### src/hdl/pcht_pkg.sv
// ----------------------------------------------------------------------------
// pcht_pkg: shared types and constants for the PC sample hotspot tracker
// Holds the request and result structs, config indexes and the controller
// command/status structs.
// ----------------------------------------------------------------------------
package pcht_pkg;

  localparam int CpusDef  = 8;
  localparam int SlotsDef = 4;
  localparam int MaxLines = 8;
  localparam int NameBytes = 15;
  localparam int PctScale = 100;

  localparam logic [1:0] CFG_GRAIN  = 2'd0;
  localparam logic [1:0] CFG_ACTIVE = 2'd1;

  typedef struct packed {
    logic        kind;
    logic [5:0]  cpu;
    logic        busy_req;
    logic [63:0] pc;
    logic [30:0] task_pid;
    logic [63:0] name_lo;
    logic [63:0] name_hi;
  } pcht_in_t;

  typedef struct packed {
    logic [2:0]  out_cpu;
    logic [30:0] out_pid;
    logic [63:0] out_name_lo;
    logic [63:0] out_name_hi;
    logic [63:0] hot_pc;
    logic [6:0]  percent;
    logic        last;
  } pcht_out_t;

  // controller -> datapath
  typedef struct packed {
    logic load;      // capture request
    logic samp_upd;  // apply sample after slot scan
    logic scan_step; // advance slot scan
    logic div_start; // start percent division
    logic div_step;
    logic emit;      // stage result in out register
    logic clr_start; // rewind pointer for the clearing sweep
    logic clr_step;  // clear one cpu row
    logic rep_next;  // next cpu in report
  } pcht_cmd_t;

  // datapath -> controller
  typedef struct packed {
    logic scan_done;
    logic div_done;
    logic row_ok;    // current report cpu has something to show
    logic rep_end;   // current report cpu is last scanned
    logic clr_end;   // clear pointer on last row
    logic counted;   // captured sample is counted
    logic is_rep;
  } pcht_sts_t;

  // keep name bytes up to first zero, at most NameBytes
  function automatic logic [127:0] trim_name(input logic [63:0] lo, input logic [63:0] hi);
    logic [127:0] src;
    logic [127:0] res;
    logic         alive;
    src = {hi, lo};
    res = '0;
    alive = 1'b1;
    for (int j = 0; j < NameBytes; j++) begin
      if (src[j*8 +: 8] == 8'd0) alive = 1'b0;
      if (alive) res[j*8 +: 8] = src[j*8 +: 8];
    end
    return res;
  endfunction

endpackage

### src/hdl/pcht_ctrl.sv
// ----------------------------------------------------------------------------
// pcht_ctrl: sequencer for samples, reports and the clearing sweep
// A report line is held in the output register; the last line is released
// only after the remaining CPUs are known to have nothing to show.
// ----------------------------------------------------------------------------
module pcht_ctrl
  import pcht_pkg::*;
(
  input  logic      clk,
  input  logic      rst_n,
  input  logic      in_fire_i,
  output logic      in_ready_o,
  output logic      out_valid_o,
  input  logic      out_ready_i,
  input  pcht_sts_t sts_i,
  output pcht_cmd_t cmd_o
);

  localparam logic [2:0] S_IDLE = 3'd0;
  localparam logic [2:0] S_SCAN = 3'd1;
  localparam logic [2:0] S_UPD  = 3'd2;
  localparam logic [2:0] S_DIV  = 3'd3;
  localparam logic [2:0] S_WAIT = 3'd4;
  localparam logic [2:0] S_CLR  = 3'd5;
  localparam logic [2:0] S_NEXT = 3'd6;

  logic [2:0] state_r, state_nxt;
  logic       held_r, held_nxt;   // staged line not yet shown
  logic       ov_r, ov_nxt;

  assign in_ready_o  = (state_r == S_IDLE);
  assign out_valid_o = ov_r;

  always_comb begin
    state_nxt = state_r;
    held_nxt  = held_r;
    ov_nxt    = ov_r;
    cmd_o     = '0;
    if (ov_r && out_ready_i) ov_nxt = 1'b0;
    case (state_r)
      S_IDLE: begin
        if (in_fire_i) begin
          cmd_o.load = 1'b1;
          state_nxt  = S_SCAN;
        end
      end
      S_SCAN: begin
        if (sts_i.is_rep && !sts_i.scan_done) cmd_o.scan_step = 1'b1;
        else if (!sts_i.is_rep && !sts_i.scan_done) cmd_o.scan_step = 1'b1;
        else if (!sts_i.is_rep) state_nxt = sts_i.counted ? S_UPD : S_IDLE;
        else if (sts_i.row_ok) begin
          // show the staged line now; div_start drops its last flag on the same edge
          if (!held_r || !ov_r || out_ready_i) begin
            if (held_r) begin
              ov_nxt   = 1'b1;
              held_nxt = 1'b0;
            end
            cmd_o.div_start = 1'b1;
            state_nxt = S_DIV;
          end
        end else state_nxt = S_NEXT;
      end
      S_UPD: begin
        cmd_o.samp_upd = 1'b1;
        state_nxt = S_IDLE;
      end
      S_DIV: begin
        if (!sts_i.div_done) cmd_o.div_step = 1'b1;
        else if (!ov_r || out_ready_i) begin
          cmd_o.emit = 1'b1;
          held_nxt   = 1'b1;
          state_nxt  = S_NEXT;
        end
      end
      S_NEXT: begin
        if (sts_i.rep_end) state_nxt = S_WAIT;
        else begin
          cmd_o.rep_next = 1'b1;
          state_nxt = S_SCAN;
        end
      end
      S_WAIT: begin
        if (held_r) begin
          if (!ov_r || out_ready_i) begin
            ov_nxt   = 1'b1;
            held_nxt = 1'b0;
          end
        end else if (!ov_r || out_ready_i) begin
          cmd_o.clr_start = 1'b1;
          state_nxt = S_CLR;
        end
      end
      S_CLR: begin
        cmd_o.clr_step = 1'b1;
        if (sts_i.clr_end) state_nxt = S_IDLE;
        else cmd_o.rep_next = 1'b1;
      end
      default: state_nxt = S_IDLE;
    endcase
  end

  always_ff @(posedge clk) begin
    if (!rst_n) begin
      state_r <= S_IDLE;
      held_r  <= 1'b0;
      ov_r    <= 1'b0;
    end else begin
      state_r <= state_nxt;
      held_r  <= held_nxt;
      ov_r    <= ov_nxt;
    end
  end

endmodule

### config.mk
export PLATFORM = sky130hd
export DESIGN_NAME = pcht_ctrl
export DESIGN_NICKNAME = d
export VERILOG_FILES = /design/src/hdl/pcht_pkg.sv /design/src/hdl/pcht_ctrl.sv
export SDC_FILE = /design/constraint.sdc
export NUM_CORES = 1
export LEC_CHECK = 0
export BUFFER_PORTS_ARGS = -buffer_cell sky130_fd_sc_hd__buf_2
export CAP_MARGIN = 20
export CORE_AREA = 2 2 39 41
export DETAILED_ROUTE_END_ITERATION = 8
export DIE_AREA = 0 0 41 43
export HOLD_SLACK_MARGIN = 0.03
export PLACE_DENSITY_LB_ADDON = 0.12
export SYNTH_ARGS = -nofsm -noshare
export SYNTH_HDL_FRONTEND = slang
export SYNTH_SLANG_ARGS = --single-unit
### constraint.sdc
create_clock -name clk -period 3.3 [get_ports clk]
set_clock_uncertainty 0.2 [all_clocks]
set_input_delay 0.165 -clock clk [delete_from_list [all_inputs] [get_ports clk]]
set_output_delay 0.165 -clock clk [all_outputs]
set_load 0.01 [all_outputs]
## Word-level counts from Yosys, hierarchy flattened

Cells that the tools add are included.

- Bits in registers: 5
- Bits of input ports: 11
- Output and inout bits: 11

- Equal/unequal tests: 18
- Muxes and demuxes: 55
- Reduce and logical (&&, ||, !) cells: 14

Operator list:

| cell | count |
|---|---|
| $mux 1 | 36 |
| $mux 3 | 12 |
| $ne 2x2->1 const B | 11 |
| $pmux 3 s6 | 1 |
| $eq 3x3->1 const B | 3 |
| $reduce_and 9->1 | 1 |
| $reduce_and 8->1 | 1 |
| $eq 3x2->1 const B | 2 |
| $mux 2 | 3 |
| $logic_not 1->1 | 4 |
| $ne 4x4->1 const B | 1 |
| $pmux 1 s2 | 2 |
| $eq 3x1->1 const B | 1 |
| $logic_and 1x1->1 | 3 |
| $logic_not 3->1 | 1 |
| $logic_or 1x1->1 | 3 |
| $pmux 1 s3 | 1 |
| $reduce_bool 3->1 | 1 |

## Longest topological paths before layout

- Depth after elaboration: 9
- Gate-level depth with buffers: 6
- Mapped depth without buffers: 5

## Least setup slack after synthesis

Ideal clock, no wire load.

- Path type: flip-flop to flip-flop
- From: register ov_r, in the netlist out_valid_o
- To: register state_r[2]
- Arrival: 1.507 ns
- Required time: 2.984 ns
- Slack: 1.477 ns
- Stages on the path, launching flop included: 6
- Path buffers: 0
- Cells stage by stage: dfxtp_1 -> nor2b_1 -> o311a_4 -> nor4_4 -> o221ai_1 -> o211a_1

- Longest elaborated chain between the ends: 5
- Elaborated cells on any way between the ends: 8

RTL lines:

| element | line | source |
|---|---|---|
| from (decl) | pcht_ctrl.sv:29 | `logic ov_r, ov_nxt;` |
| from (signal assigned) | pcht_ctrl.sv:110 | `ov_r <= ov_nxt;` |
| $logic_not 1->1 (*) | pcht_ctrl.sv:53, pcht_ctrl.sv:69, pcht_ctrl.sv:88 |  |
| $logic_or 1x1->1 (2 in series) | pcht_ctrl.sv:53 | `if (!held_r \|\| !ov_r \|\| out_ready_i) begin` |
| $ne 4x4->1 (no line) | -- |  |
| $reduce_and 9->1 (no line) (*) | -- |  |
| to (signal assigned) | pcht_ctrl.sv:108 | `state_r <= state_nxt;` |
| to (decl) | pcht_ctrl.sv:27 | `logic [2:0] state_r, state_nxt;` |

Every way passes the cells marked *; elsewhere a longest branch is shown, timed or not.
A chain may end at the register's enable or synchronous reset.

## Worst setup path after layout

- From: register state_r[2]
- To: register state_r[2]

- Longest elaborated chain between the ends: 3
- Elaborated cells on any way between the ends: 17

RTL lines:

| element | line | source |
|---|---|---|
| $eq 3x1->1, or another cell as far along | pcht_ctrl.sv:40 | `case (state_r)` |
| $ne 4x4->1 (no line) or $ne 2x2->1 (tied branches) | -- |  |
| $reduce_and 9->1 (no line) | -- |  |

Parallel ways exist; a longest one is shown, timed or not.

==> out/qor.yml <==
synth_edf_count: 0
via_per_inst: 5.010
worstSkewPairLatency_ns: 0.24
reg2reg_to: "state_r[2]"
drv_slew: 0
relSlewSlack_pct: 72.26
finalHoldViolations: 0
hold_path_class: "input pin to register"
synthTopCellsByArea: "dfxtp_1 (22%), nand2b_1 (8.4%), a21oi_1 (6.7%)"
netlist_instances: 60
die_w_um: 41
worst-path-buf-inv: 1
nFillCells: 156
yosysSeqAreaShare_pct: 22.47
postSynthAreaPerCell_um2: 7.424
routed_wl_um: 1112
dieArea_um2: 1763
worst_pin_slew_ns: 0.4155
multi_input_area_um2: 316.6
regArea_um2: 100.1
cts_tree: "yes"
final_cell_mix: "buf_2 (21), nor2_1 (8), nand2b_1 (6), a21oi_1 (6), dfxtp_1 (5)"
coreArea_um2: 1384
grt_max_degree: 15
slowest_stage: "dfxtp_1"
critPathCapture: "state_r[2]"
async_flop_share_pct: 0
crit_type: "register to register"
status: "completed"
ys_warn_count: 0
rr_startpoint: "state_r[2]"
synthDistinctLibCells: 27
final_cell_area_um2: 596.8
antenna_left: 0
postCtsResizedCells: 0
drt_iter0_markers: 10
worst_setup_path_end_kind: "register"
ios: 22
port_buffers: 21
cap_viol_max_count: 0
areaGrowthSynthToFinish_pct: 33.99
clk_pin_slew_ns: 0.04
synth-main-ff-cell: "dfxtp_1"
finalSetupViolCount: 0
grtUsageMet2_pct: 23.75
cp_max_fo: 14
antenna_found_initial: 0
worst_r2r_path_depth: 5
leakage_nw: 0.2726
post_drt_wl_per_cell_um: 11.12
crit_chain: "inv_2 -> o311a_4 -> nor4_4 -> o221ai_1 -> o211a_1"
rows: 14
cts-root-buf: "clkbuf_4"
drc: 0
crit_cells: 5
holdWs_ns: 0.04238
post_cts_buffers: 0
dr.pass1.iters: 4
tns_ns: 0
synth_top_area_cell: "dfxtp_1"
yosys_register_bits: 5
grt_use_total_pct: 16.27
gr-usage-met1_pct: 22.83
place.gp.congestion: 0.7736
place_area_um2: 560.5
fin_total_pwr_mw: 0.4566
crit_arrival_ns: 2.05
period_minus_slack_ns: 2.123
cts_hold_buf: 1
synth_top_area_share_pct: 22.47
rsz0062_at_grt: "false"
dieHeight_um: 43
layout-drive-gt1-share_pct: 35.71
grt_first_pass_wirelength_um: 2021
fin_crit_sh_pct: 64.33
vias: 501
nNetsFinal: 96
critical-path-top-delay-family: "compound AO/OA/AOI/OAI gates"
cp-start-kind: "register"
use_met3_pct: 3.141
critPathLaunch: "state_r[2]"
cts_inserted_buffers: 3
syn-num-nets: 71
initial_core_util_pct: 32.19
p_per_area_nw_per_um2: 765.1
vdd_drop_max_mv: 0.4078
htree_levels: 1
synth_area_um2: 445.4
final_common_cell: "buf_2"
grt_pass1_vias: 504
slowest_delay_ns: 0.57
max_freq_mhz: 471.1
n_antenna_cell: 0
cts.path.max_buffers: 2
required_ns: 3.23
clkSinkCount: 5
r2r_setup_slack_ns: 1.18
hpwlAfterDp_um: 912.6
grt-ovfl-total: 0
grt_busiest_layer: "met2"
==> Yosys cell counts, types with 2 or more instances <==
master,count
nor2_1,8
a21oi_1,6
nand2b_1,6
dfxtp_1,5
inv_1,4
nand2_1,4
nor3_1,3
a211oi_1,2
buf_2,2
nand3_1,2
o21ai_0,2
==> power by group <==
group | leakage, nW | switching (mW) | total, mW | internal (mW)
logic | 0.217 | 0.136 | 0.266 | 0.130
clock network | 0.0150 | 0.0237 | 0.0693 | 0.0456
registers | 0.0410 | 0.0434 | 0.121 | 0.0778
total | 0.273 | 0.203 | 0.457 | 0.253
==> per-layer routing <==
layer / wire length (um) / part of all wire, %
met5: 0 / 0
met4: 0 / 0
met1: 521 / 47
met3: 37 / 3.3
met2: 553 / 50
==> metrics by stage <==
step	utilization, %	cells	setup slack (ns)
after floorplan	-	60	1.477
after global placement	40.51	95	1.224
after detailed placement	40.51	95	1.190
after CTS	43.13	100	1.177
after global routing	43.13	100	1.027
final	43.13	100	1.177
==> cells by family after synthesis <==
group	Yosys count	synth area share (%)
compound gates	18	31.74
flops	5	22.47
simple gates	30	39.33
buf+inv	7	6.459
==> layout make-up <==
type | count | share of cell area (%)
inverter | 5 | 3.145
clock buffer | 4 | 4.403
timing repair buffer | 22 | 19.29
multi-input combinational | 48 | 53.04
tap | 16 | 3.354
sequential | 5 | 16.77
==> how the worst min path moves through the flow <==
stage | endpoint | cells after the start | start
after floorplan | state_r[2] | 1 | rst_n
after global placement | state_r[2] | 2 | rst_n
after detailed placement | state_r[2] | 2 | rst_n
after CTS | state_r[1] | 3 | sts_i[1]
after global routing | state_r[1] | 3 | sts_i[1]
final | state_r[1] | 3 | sts_i[1]
==> tightest hold or removal path, delay by kind of cell <==
kind | cells | cell delay [ns]
buf+inv | 1 | 0.10
compound gates | 2 | 0.16
==> sequential cells by signal (all words and copies together) (netlist names) <==
register and cells:
held_r 1, out_valid_o 1, state_r 3
(Power assumes the default switching activity.)
